===== src/hdl/slfr_pkg.sv =====
// Shared constants, codes and beat structs for the sensor link frame receiver.
// No dependencies; the top level, frame assembler and response matcher import this package.
package slfr_pkg;

    // Default frame length in bytes, CRC byte included
    localparam int FRAME_BYTES_DEF = 16;

    // Highest frame byte index that result building looks at
    localparam int LAST_BYTE = 13;

    // Reset value of the device address register
    localparam logic [7:0] ADDR_RESET = 8'hB2;

    // Reply header codes
    localparam logic [7:0] STATUS_GOOD = 8'h40;
    localparam logic [7:0] OP_INFO     = 8'h01;
    localparam logic [7:0] OP_SENSOR   = 8'h05;
    localparam logic [7:0] OP_CLOCK    = 8'h09;

    // Parameter byte codes
    localparam logic [7:0] PRM_CLOCK     = 8'h01;
    localparam logic [7:0] PRM_SERIAL    = 8'h00;
    localparam logic [7:0] PRM_VERSION   = 8'h01;
    localparam logic [7:0] PRM_BUILD     = 8'h02;
    localparam logic [7:0] PRM_PROD_DATE = 8'h03;

    // Awaited-response flag positions
    localparam int NUM_FLAGS     = 6;
    localparam int FLG_CLOCK     = 0;
    localparam int FLG_SERIAL    = 1;
    localparam int FLG_VERSION   = 2;
    localparam int FLG_BUILD     = 3;
    localparam int FLG_PROD_DATE = 4;
    localparam int FLG_SENSOR    = 5;

    typedef enum logic [3:0] {
        KIND_CRC_ERR   = 4'd0,
        KIND_IGNORED   = 4'd1,
        KIND_CLOCK     = 4'd2,
        KIND_SERIAL    = 4'd3,
        KIND_VERSION   = 4'd4,
        KIND_BUILD     = 4'd5,
        KIND_PROD_DATE = 4'd6,
        KIND_SENSOR    = 4'd7,
        KIND_POLL      = 4'd8
    } t_kind;

    typedef enum logic [2:0] {
        REQ_NONE      = 3'd0,
        REQ_CLOCK     = 3'd1,
        REQ_SERIAL    = 3'd2,
        REQ_VERSION   = 3'd3,
        REQ_BUILD     = 3'd4,
        REQ_PROD_DATE = 3'd5,
        REQ_SENSOR    = 3'd6
    } t_req;

    // Frame assembler -> response matcher
    typedef struct packed {
        logic                       done;   // last byte of a frame this beat
        logic                       good;   // CRC matched
        logic [LAST_BYTE:1][7:0]    bytes;  // frame bytes 1..13, zero past the frame
    } t_frame;

    // Response matcher -> output register
    typedef struct packed {
        logic               vld;
        t_kind              kind;
        t_req               next;
        logic [63:0]        head;
        logic [15:0]        tail;
        logic               time_invalid;
        logic signed [31:0] temp;
        logic [31:0]        hum;
        logic [15:0]        press;
    } t_result;

endpackage


===== src/hdl/slfr_in_if.sv =====
// Input channel of the frame receiver: valid/ready with command and byte.
// No dependencies.
interface slfr_in_if;
    logic       valid;
    logic       ready;
    logic       cmd;
    logic [7:0] rx_byte;

    modport source (output valid, output cmd, output rx_byte, input ready);
    modport sink   (input valid, input cmd, input rx_byte, output ready);
endinterface


===== src/hdl/slfr_out_if.sv =====
// Result channel of the frame receiver: valid/ready with the decoded fields.
// No dependencies.
interface slfr_out_if;
    logic               valid;
    logic               ready;
    logic [3:0]         result_kind;
    logic [2:0]         next_request;
    logic [63:0]        payload_head;
    logic [15:0]        payload_tail;
    logic               time_invalid;
    logic signed [31:0] temperature_centi;
    logic [31:0]        humidity_q10;
    logic [15:0]        pressure_hpa;

    modport source (
        output valid, output result_kind, output next_request, output payload_head,
        output payload_tail, output time_invalid, output temperature_centi,
        output humidity_q10, output pressure_hpa, input ready
    );
    modport sink (
        input valid, input result_kind, input next_request, input payload_head,
        input payload_tail, input time_invalid, input temperature_centi,
        input humidity_q10, input pressure_hpa, output ready
    );
endinterface


===== src/hdl/slfr_cfg_if.sv =====
// Configuration write channel: valid/ready carrying the device address.
// No dependencies.
interface slfr_cfg_if;
    logic       valid;
    logic       ready;
    logic [7:0] device_address;

    modport source (output valid, output device_address, input ready);
    modport sink   (input valid, input device_address, output ready);
endinterface


===== src/hdl/sensor_link_frame_receiver_unit.sv =====
// Top level of the sensor link frame receiver: input beat register, frame
// assembler, response matcher and result register. Depends on slfr_pkg,
// slfr_in_if, slfr_out_if, slfr_cfg_if, slfr_frame_asm and slfr_resp_match.
//
//  Port    | Dir | Beat carries
//  --------+-----+------------------------------------------------------------
//  i_in    | in  | cmd (0 byte, 1 poll tick), rx_byte
//  o_out   | out | result_kind, next_request, payload and sensor fields
//  i_cfg   | in  | device_address (always ready)
//
//  Throughput is one input beat per cycle unless the result side stalls; a
//  beat passes the input register, then one pass of assembler and matcher,
//  into the result register. Only ticks and frame-closing bytes make results.
//  o_out.ready low holds the result register; the input register, if empty,
//  still takes one more beat before i_in.ready drops. Synchronous reset clears
//  the byte count, CRC, awaited flags, both valid bits and sets the address to 0xB2.
module sensor_link_frame_receiver_unit #(
    parameter int FRAME_BYTES = slfr_pkg::FRAME_BYTES_DEF
) (
    input  logic        i_clk,
    input  logic        i_rst_n,
    slfr_in_if.sink     i_in,
    slfr_out_if.source  o_out,
    slfr_cfg_if.sink    i_cfg
);
    import slfr_pkg::*;

    logic       r_in_vld;
    logic       r_cmd;
    logic [7:0] r_byte;
    logic [7:0] r_link_addr;
    logic       r_out_vld;
    t_result    r_out;
    logic       w_adv, w_proc;
    t_frame     w_frame;
    t_result    w_res;

    // Handshake: the pipe moves when the result register is free or drained
    assign w_adv      = !r_out_vld || o_out.ready;
    assign w_proc     = r_in_vld && w_adv;
    assign i_in.ready = !r_in_vld || w_adv;
    assign i_cfg.ready = 1'b1;

    // Device address register
    always_ff @(posedge i_clk) begin
        if (!i_rst_n) begin
            r_link_addr <= ADDR_RESET;
        end else if (i_cfg.valid) begin
            r_link_addr <= i_cfg.device_address;
        end
    end

    // Input beat register
    always_ff @(posedge i_clk) begin
        if (!i_rst_n) begin
            r_in_vld <= 1'b0;
        end else if (i_in.ready) begin
            r_in_vld <= i_in.valid;
        end
    end

    always_ff @(posedge i_clk) begin
        if (i_in.ready && i_in.valid) begin
            r_cmd  <= i_in.cmd;
            r_byte <= i_in.rx_byte;
        end
    end

    slfr_frame_asm #(
        .FRAME_BYTES (FRAME_BYTES)
    ) u_frame_asm (
        .i_clk       (i_clk),
        .i_rst_n     (i_rst_n),
        .i_proc      (w_proc),
        .i_cmd       (r_cmd),
        .i_byte      (r_byte),
        .i_link_addr (r_link_addr),
        .o_frame     (w_frame)
    );

    slfr_resp_match u_resp_match (
        .i_clk   (i_clk),
        .i_rst_n (i_rst_n),
        .i_proc  (w_proc),
        .i_cmd   (r_cmd),
        .i_frame (w_frame),
        .o_res   (w_res)
    );

    // Result register
    always_ff @(posedge i_clk) begin
        if (!i_rst_n) begin
            r_out_vld <= 1'b0;
        end else if (w_adv) begin
            r_out_vld <= w_proc && w_res.vld;
        end
    end

    always_ff @(posedge i_clk) begin
        if (w_proc && w_res.vld) begin
            r_out <= w_res;
        end
    end

    assign o_out.valid             = r_out_vld;
    assign o_out.result_kind       = r_out.kind;
    assign o_out.next_request      = r_out.next;
    assign o_out.payload_head      = r_out.head;
    assign o_out.payload_tail      = r_out.tail;
    assign o_out.time_invalid      = r_out.time_invalid;
    assign o_out.temperature_centi = r_out.temp;
    assign o_out.humidity_q10      = r_out.hum;
    assign o_out.pressure_hpa      = r_out.press;

`ifndef SYNTHESIS
    // A tick beat always becomes a poll-started result asking for a clock read
    a_tick_result: assert property (@(posedge i_clk) disable iff (!i_rst_n)
        (w_proc && r_cmd) |=> (r_out_vld && r_out.kind == KIND_POLL
                               && r_out.next == REQ_CLOCK))
        else $error("tick beat did not yield a poll result");

    // A held input beat is not dropped while the result side stalls
    a_in_hold: assert property (@(posedge i_clk) disable iff (!i_rst_n)
        (r_in_vld && !w_adv) |=> r_in_vld)
        else $error("input beat lost during stall");

    // Failed or unmatched frames never request anything or flag the time
    a_no_req_on_reject: assert property (@(posedge i_clk) disable iff (!i_rst_n)
        (r_out_vld && (r_out.kind == KIND_CRC_ERR || r_out.kind == KIND_IGNORED))
        |-> (r_out.next == REQ_NONE && !r_out.time_invalid))
        else $error("rejected frame carries a request");

    // Reset leaves both pipeline registers empty
    a_reset_empty: assert property (@(posedge i_clk)
        !i_rst_n |=> (!r_in_vld && !r_out_vld))
        else $error("pipeline not empty after reset");
`endif

endmodule


===== src/hdl/slfr_frame_asm.sv =====
// Frame assembler: address hunt, byte counter, running CRC-8 and byte store.
// Depends on slfr_pkg.
module slfr_frame_asm #(
    parameter int FRAME_BYTES = slfr_pkg::FRAME_BYTES_DEF
) (
    input  logic            i_clk,
    input  logic            i_rst_n,
    input  logic            i_proc,      // registered beat is consumed this cycle
    input  logic            i_cmd,
    input  logic [7:0]      i_byte,
    input  logic [7:0]      i_link_addr,
    output slfr_pkg::t_frame o_frame
);
    import slfr_pkg::*;

    localparam int CNT_W = $clog2(FRAME_BYTES);
    localparam logic [CNT_W-1:0] CNT_LAST = CNT_W'(FRAME_BYTES - 1);

    logic [CNT_W-1:0] r_count, n_count;
    logic [7:0]       r_crc, n_crc;
    logic             w_take, w_last;
    logic [LAST_BYTE:1][7:0] w_bytes;

    // CRC-8, poly 0x07, MSB first, one byte
    function automatic logic [7:0] crc8_step(input logic [7:0] crc, input logic [7:0] b);
        logic [7:0] c;
        c = crc ^ b;
        for (int k = 0; k < 8; k++) begin
            c = c[7] ? ({c[6:0], 1'b0} ^ 8'h07) : {c[6:0], 1'b0};
        end
        return c;
    endfunction

    // Byte joins a frame if one is open or it is the address
    assign w_take = i_proc && !i_cmd && ((r_count != '0) || (i_byte == i_link_addr));
    assign w_last = (r_count == CNT_LAST);

    // Counter and CRC next state
    always_comb begin
        n_count = r_count;
        n_crc   = r_crc;
        if (w_take) begin
            if (w_last) begin
                n_count = '0;
                n_crc   = '0;
            end else begin
                n_count = r_count + 1'b1;
                n_crc   = crc8_step((r_count == '0) ? 8'h00 : r_crc, i_byte);
            end
        end
    end

    always_ff @(posedge i_clk) begin
        if (!i_rst_n) begin
            r_count <= '0;
            r_crc   <= '0;
        end else begin
            r_count <= n_count;
            r_crc   <= n_crc;
        end
    end

    // Byte store: only the bytes that results use; the byte being written
    // this beat bypasses its entry so the last byte is seen right away
    for (genvar gi = 1; gi <= LAST_BYTE; gi++) begin : g_store
        if (gi < FRAME_BYTES) begin : g_keep
            logic [7:0] r_b;
            logic       w_hit;
            assign w_hit = (r_count == CNT_W'(gi));
            always_ff @(posedge i_clk) begin
                if (w_take && w_hit) begin
                    r_b <= i_byte;
                end
            end
            assign w_bytes[gi] = w_hit ? i_byte : r_b;
        end else begin : g_zero
            assign w_bytes[gi] = 8'h00;
        end
    end

    assign o_frame.done  = w_take && w_last;
    assign o_frame.good  = (r_crc == i_byte);
    assign o_frame.bytes = w_bytes;

endmodule


===== src/hdl/slfr_resp_match.sv =====
// Response matcher: awaited-response flags and result building per beat.
// Depends on slfr_pkg.
module slfr_resp_match (
    input  logic              i_clk,
    input  logic              i_rst_n,
    input  logic              i_proc,
    input  logic              i_cmd,
    input  slfr_pkg::t_frame  i_frame,
    output slfr_pkg::t_result o_res
);
    import slfr_pkg::*;

    logic [NUM_FLAGS-1:0] r_flags, n_flags;
    logic [7:0] w_s1, w_op, w_prm;

    assign w_s1  = i_frame.bytes[1];
    assign w_op  = i_frame.bytes[2];
    assign w_prm = i_frame.bytes[3];

    // Result and flag update; at most one match rule fires per frame
    always_comb begin
        n_flags = r_flags;
        o_res   = '0;
        o_res.kind = KIND_IGNORED;
        o_res.next = REQ_NONE;
        if (i_proc && i_cmd) begin
            n_flags[FLG_CLOCK] = 1'b1;
            o_res.vld  = 1'b1;
            o_res.kind = KIND_POLL;
            o_res.next = REQ_CLOCK;
        end else if (i_frame.done) begin
            o_res.vld  = 1'b1;
            o_res.head = {i_frame.bytes[4], i_frame.bytes[5], i_frame.bytes[6],
                          i_frame.bytes[7], i_frame.bytes[8], i_frame.bytes[9],
                          i_frame.bytes[10], i_frame.bytes[11]};
            o_res.tail = {i_frame.bytes[12], i_frame.bytes[13]};
            if (!i_frame.good) begin
                o_res.kind = KIND_CRC_ERR;
            end else if (r_flags[FLG_CLOCK] && w_s1 == STATUS_GOOD && w_op == OP_CLOCK
                         && w_prm == PRM_CLOCK) begin
                n_flags[FLG_CLOCK]  = 1'b0;
                n_flags[FLG_SERIAL] = 1'b1;
                o_res.kind = KIND_CLOCK;
                o_res.next = REQ_SERIAL;
                o_res.time_invalid = (i_frame.bytes[11] != 8'h00);
            end else if (r_flags[FLG_SERIAL] && w_op == OP_INFO && w_prm == PRM_SERIAL) begin
                n_flags[FLG_SERIAL]  = 1'b0;
                n_flags[FLG_VERSION] = 1'b1;
                o_res.kind = KIND_SERIAL;
                o_res.next = REQ_VERSION;
            end else if (r_flags[FLG_VERSION] && w_op == OP_INFO && w_prm == PRM_VERSION) begin
                n_flags[FLG_VERSION] = 1'b0;
                n_flags[FLG_BUILD]   = 1'b1;
                o_res.kind = KIND_VERSION;
                o_res.next = REQ_BUILD;
            end else if (r_flags[FLG_BUILD] && w_op == OP_INFO && w_prm == PRM_BUILD) begin
                n_flags[FLG_BUILD]     = 1'b0;
                n_flags[FLG_PROD_DATE] = 1'b1;
                o_res.kind = KIND_BUILD;
                o_res.next = REQ_PROD_DATE;
            end else if (r_flags[FLG_PROD_DATE] && w_op == OP_INFO
                         && w_prm == PRM_PROD_DATE) begin
                n_flags[FLG_PROD_DATE] = 1'b0;
                n_flags[FLG_SENSOR]    = 1'b1;
                o_res.kind = KIND_PROD_DATE;
                o_res.next = REQ_SENSOR;
            end else if (r_flags[FLG_SENSOR] && w_s1 == STATUS_GOOD && w_op == OP_SENSOR) begin
                n_flags[FLG_SENSOR] = 1'b0;
                o_res.kind  = KIND_SENSOR;
                o_res.temp  = $signed({i_frame.bytes[4], i_frame.bytes[5],
                                       i_frame.bytes[6], i_frame.bytes[7]});
                o_res.hum   = {i_frame.bytes[8], i_frame.bytes[9],
                               i_frame.bytes[10], i_frame.bytes[11]};
                o_res.press = {i_frame.bytes[12], i_frame.bytes[13]};
            end
        end
    end

    always_ff @(posedge i_clk) begin
        if (!i_rst_n) begin
            r_flags <= '0;
        end else begin
            r_flags <= n_flags;
        end
    end

endmodule

===== src/flat_wrapper.sv =====
// flat-port wrapper written by rule: the top's interface ports become plain ports
module sensor_link_frame_receiver_unit_flat import slfr_pkg::*;
#(
    parameter int FRAME_BYTES = slfr_pkg::FRAME_BYTES_DEF
)
  (i_clk, i_rst_n, i_in_valid, i_in_cmd, i_in_rx_byte, i_in_ready, o_out_valid, o_out_result_kind, o_out_next_request, o_out_payload_head, o_out_payload_tail, o_out_time_invalid, o_out_temperature_centi, o_out_humidity_q10, o_out_pressure_hpa, o_out_ready, i_cfg_valid, i_cfg_device_address, i_cfg_ready);
  slfr_in_if i_in_i ();
  slfr_out_if o_out_i ();
  slfr_cfg_if i_cfg_i ();
  input  logic i_clk;
  input  logic i_rst_n;
  input wire logic [$bits(i_in_i.valid)-1:0] i_in_valid;
  input wire logic [$bits(i_in_i.cmd)-1:0] i_in_cmd;
  input wire logic [$bits(i_in_i.rx_byte)-1:0] i_in_rx_byte;
  output wire logic [$bits(i_in_i.ready)-1:0] i_in_ready;
  output wire logic [$bits(o_out_i.valid)-1:0] o_out_valid;
  output wire logic [$bits(o_out_i.result_kind)-1:0] o_out_result_kind;
  output wire logic [$bits(o_out_i.next_request)-1:0] o_out_next_request;
  output wire logic [$bits(o_out_i.payload_head)-1:0] o_out_payload_head;
  output wire logic [$bits(o_out_i.payload_tail)-1:0] o_out_payload_tail;
  output wire logic [$bits(o_out_i.time_invalid)-1:0] o_out_time_invalid;
  output wire logic [$bits(o_out_i.temperature_centi)-1:0] o_out_temperature_centi;
  output wire logic [$bits(o_out_i.humidity_q10)-1:0] o_out_humidity_q10;
  output wire logic [$bits(o_out_i.pressure_hpa)-1:0] o_out_pressure_hpa;
  input wire logic [$bits(o_out_i.ready)-1:0] o_out_ready;
  input wire logic [$bits(i_cfg_i.valid)-1:0] i_cfg_valid;
  input wire logic [$bits(i_cfg_i.device_address)-1:0] i_cfg_device_address;
  output wire logic [$bits(i_cfg_i.ready)-1:0] i_cfg_ready;
  assign i_in_i.valid = i_in_valid;
  assign i_in_i.cmd = i_in_cmd;
  assign i_in_i.rx_byte = i_in_rx_byte;
  assign i_in_ready = i_in_i.ready;
  assign o_out_valid = o_out_i.valid;
  assign o_out_result_kind = o_out_i.result_kind;
  assign o_out_next_request = o_out_i.next_request;
  assign o_out_payload_head = o_out_i.payload_head;
  assign o_out_payload_tail = o_out_i.payload_tail;
  assign o_out_time_invalid = o_out_i.time_invalid;
  assign o_out_temperature_centi = o_out_i.temperature_centi;
  assign o_out_humidity_q10 = o_out_i.humidity_q10;
  assign o_out_pressure_hpa = o_out_i.pressure_hpa;
  assign o_out_i.ready = o_out_ready;
  assign i_cfg_i.valid = i_cfg_valid;
  assign i_cfg_i.device_address = i_cfg_device_address;
  assign i_cfg_ready = i_cfg_i.ready;
  sensor_link_frame_receiver_unit #(.FRAME_BYTES(FRAME_BYTES)) u_core (.i_clk(i_clk), .i_rst_n(i_rst_n), .i_in(i_in_i), .o_out(o_out_i), .i_cfg(i_cfg_i));
endmodule

===== config.mk =====
export PLATFORM = sky130hd
export DESIGN_NAME = sensor_link_frame_receiver_unit_flat
export DESIGN_NICKNAME = d
export VERILOG_FILES = /design/src/hdl/slfr_pkg.sv /design/src/hdl/slfr_in_if.sv /design/src/hdl/slfr_out_if.sv /design/src/hdl/slfr_cfg_if.sv /design/src/hdl/sensor_link_frame_receiver_unit.sv /design/src/hdl/slfr_frame_asm.sv /design/src/hdl/slfr_resp_match.sv /design/src/flat_wrapper.sv
export SDC_FILE = /design/constraint.sdc
export NUM_CORES = 1
export LEC_CHECK = 0
export ABC_CLOCK_PERIOD_IN_PS = 16500
export BUFFER_PORTS_ARGS = -buffer_cell sky130_fd_sc_hd__buf_2
export CAP_MARGIN = 0
export CORE_MARGIN = 4
export CORE_UTILIZATION = 50
export DETAILED_ROUTE_END_ITERATION = 7
export PLACE_DENSITY = 0.72
export SLEW_MARGIN = 20
export SYNTH_ARGS = -nofsm -noshare
export SYNTH_HDL_FRONTEND = slang
export SYNTH_SLANG_ARGS = --single-unit

===== constraint.sdc =====
create_clock -name i_clk -period 16.5 [get_ports i_clk]
set_input_delay 1.65 -clock i_clk [delete_from_list [all_inputs] [get_ports i_clk]]
set_output_delay 1.65 -clock i_clk [all_outputs]
set_load 0.02 [all_outputs]

==> impl_metrics.toml <==
[detailed_routing]
wirelength_um = 26110
drc = 0
wl_met1_um = 11540
avgRoutedWirePerCell_um = 19.00
dr.first_iter.drc_count = 660
top_layer = "met4"
vias = 7278
met3_length_um = 1583
drt_pass1_iterations = 5
wl_met2_um = 12560
ant_nets = 0
avgViaCountPerCell = 5.297

[pwr]
power.density_nw_per_um2 = 112.3
peakVddDrop_v = 0.00009844
p_leak_nw = 6.123

[grt]
grt_pass1_vias = 7251
grt_max_degree = 97
grt_pass1_wl_um = 41150
grt-ovfl-total = 0
antenna_found_initial = 0
grt_usage_pct = 18.40

[die]
row_count = 57
ios = 193
initial_core_util_pct = 51.18
dieArea_um2 = 27710
core_region_area_um2 = 24530
dieHeight_um = 166.5
dieWidth_um = 166.5

[clock_tree]
cts.sinks = 309
cts_resized = 0
cts_tree = "yes"
clk_latency_ns = 0.55
root_buffer = "clkbuf_16"
path_clk_slew_ns = 0.06
cts_hold_buf = 0
numCtsBuffers = 31
clk_path_buf_depth = 3
cts_setup_buffers = 0
htree_levels = 1

[synth]
ys.flop_type = "edfxtp_1"
yosysUniqueCellTypes = 56
syn_area_per_cell_um2 = 14.83
yosysWarningCount = 0
yosys-top-cells-area = "edfxtp_1, mux2i_1, dfxtp_1, nor2_1, nor3_1"
synthArstFlopShare_pct = 0
ys_seq_area_share_pct = 71.66
netlist_area_um2 = 12560
yosysTopAreaCell = "edfxtp_1"
synthMostInstantiatedCell = "edfxtp_1"
synthCells = 847
synth_edf_count = 281
yosys-top-cells-count = "edfxtp_1, nor2_1, mux2i_1"
synth_top_area_share_pct = 67.20
synth_nets = 873
ys_ff_latch = 309

[worst_setup_path]
endpoint_kind = "flip-flop"
worstPathArrival_ns = 4.19
cp_max_fo = 96
crit_required_ns = 16.70
path_class = "in -> reg"
startpoint_type = "primary input"

[cells_and_area]
design_area_um2 = 14790
fill_cells = 1915
antenna_cells = 0
drive_gt1_share_pct = 27.14
final_nets = 1051
syn2layout_area_growth_pct = 17.80

[timing]
slew_headroom_pct = 34.91
clock_skew_ns = 0.01014
clock.fmax_mhz = 250.9
rsz0062_at_grt = "no"
finalCritPeriodShare_pct = 24.16
setup_tns_ns = 0
timing.final.hold_violations = 0
finalCriticalPeriod_ns = 3.986
final-setup-viol-count = 0
tightest_slew_ns = 0.9763
drv_slew = 0

[flow_run]
drv_cap = 0

[placed_design]
hpwl_um = 16160
finalWeightedCongestion = 0.8115
place_area_um2 = 13660
port_buffers = 191

[worst_hold_path]
hold_path.class = "reg -> reg"

[outcome]
status = "finished, final reports clean"
==> path summary, 6_finish.rpt <==
path / startpoint / cells past startpoint / slack, ns / end
max: o_out_ready / 6 / 12.51 / u_core.o_out.temperature_centi[17]$_SDFFCE_PP0P_
min: u_core.u_resp_match.r_flags[1]$_SDFFE_PN0P_ / 2 / 0.46 / u_core.u_resp_match.r_flags[1]$_SDFFE_PN0P_
max reg2reg: u_core.u_frame_asm.r_count[0]$_SDFFE_PN0P_ / 8 / 12.66 / u_core.o_out.humidity_q10[12]$_SDFFCE_PP0P_
min reg2reg: u_core.u_resp_match.r_flags[1]$_SDFFE_PN0P_ / 2 / 0.46 / u_core.u_resp_match.r_flags[1]$_SDFFE_PN0P_
==> per-stage QoR <==
stage	power (W)	utilization [%]	cells	worst slack (ns)	hold WS [ns]
after floorplan	0.0009069	-	847	9.738	0.4325
after global placement	0.0009199	55.69	1316	11.70	0.4449
after detailed placement	0.0009207	55.69	1316	11.64	0.4476
after CTS	0.001675	60.28	1374	12.22	0.4557
after global routing	0.001715	60.29	1374	12.24	0.4781
final	0.001661	60.29	1374	12.51	0.4618
==> metal layers <==
metal,up-vias,global-route usage (%)
met2,245,30.36
met1,3516,26.00
met3,32,3.152
met5,-,0
met4,0,4.091
li1,3485,-
==> power by group <==
part | switching, W | leakage [nW] | internal (W) | total (W)
combinational | 0.0000314 | 2.45 | 0.0000137 | 0.0000451
sequential | 0.00000248 | 3.13 | 0.000856 | 0.000858
clock | 0.000288 | 0.542 | 0.000470 | 0.000758
total | 0.000321 | 6.12 | 0.00134 | 0.00166
==> cell type report <==
type                       instances  area [um2]  share of cell area, %
multi-input combinational        472        3182                  21.51
timing repair buffer             203        1050                  7.097
clock inverter                    24       339.1                  2.292
inverter                           8       30.03                 0.2030
sequential                       309        8999                  60.84
tap                              324       405.4                  2.741
clock buffer                      34       787.0                  5.321
==> cells by family (layout without fill, tap and decap cells) <==
kind of cell | Yosys count | after routing | share of synthesized area, %
DFF | 309 | 309 | 71.66
buffers and inverters | 66 | 269 | 3.059
other | 1 | 1 | 0.02986
AOI/OAI and AO/OA | 43 | 43 | 2.451
adders and majority gates | 4 | 4 | 0.3986
muxes | 90 | 90 | 7.174
and+or+nand+nor | 294 | 294 | 12.33
xor gates and xnor gates | 40 | 40 | 2.900
==> cell usage in the layout (no fill, tap or decap), types with 5 or more instances in the layout <==
cell | netlist | routed
nand2_1 | 32 | 31
clkinv_2 | 0 | 5
edfxtp_1 | 281 | 281
clkinv_1 | 0 | 6
dfxtp_1 | 28 | 28
nand3b_1 | 6 | 6
nor2_1 | 113 | 113
nor3_2 | 23 | 23
nand3_1 | 16 | 16
bufinv_16 | 0 | 8
xnor2_1 | 30 | 30
nor4_1 | 5 | 5
buf_2 | 4 | 191
o21ai_0 | 7 | 7
a21oi_1 | 13 | 13
nand4_1 | 7 | 7
mux2i_1 | 90 | 90
clkbuf_16 | 0 | 31
buf_4 | 1 | 11
nor3_1 | 61 | 61
xor2_1 | 9 | 9
inv_1 | 8 | 8
==> registers in the layout, summed over array words and instances, names as in the netlist <==
name / cells
u_core.u_frame_asm.g_store.g_keep.r_b: 104
u_core.o_out.payload_head: 64
u_core.o_out.humidity_q10: 32
u_core.o_out.temperature_centi: 32
u_core.o_out.payload_tail: 16
u_core.o_out.pressure_hpa: 16
u_core.r_byte: 8
u_core.r_link_addr: 8
u_core.u_frame_asm.r_crc: 8
u_core.u_resp_match.r_flags: 6
u_core.o_out.result_kind: 4
u_core.u_frame_asm.r_count: 4
u_core.o_out.next_request: 3
u_core.o_out.time_invalid: 1
u_core.o_out.valid: 1
u_core.r_cmd: 1
u_core.r_in_vld: 1
==> critical path, cell delays in order <==
cell	delay, ns
buf_2	0.11
nand2b_1	0.19
nand4b_1	0.12
buf_4	0.71
nand2_4	0.70
buf_6	0.60
No activity file was read; power rests on OpenSTA's default activity.
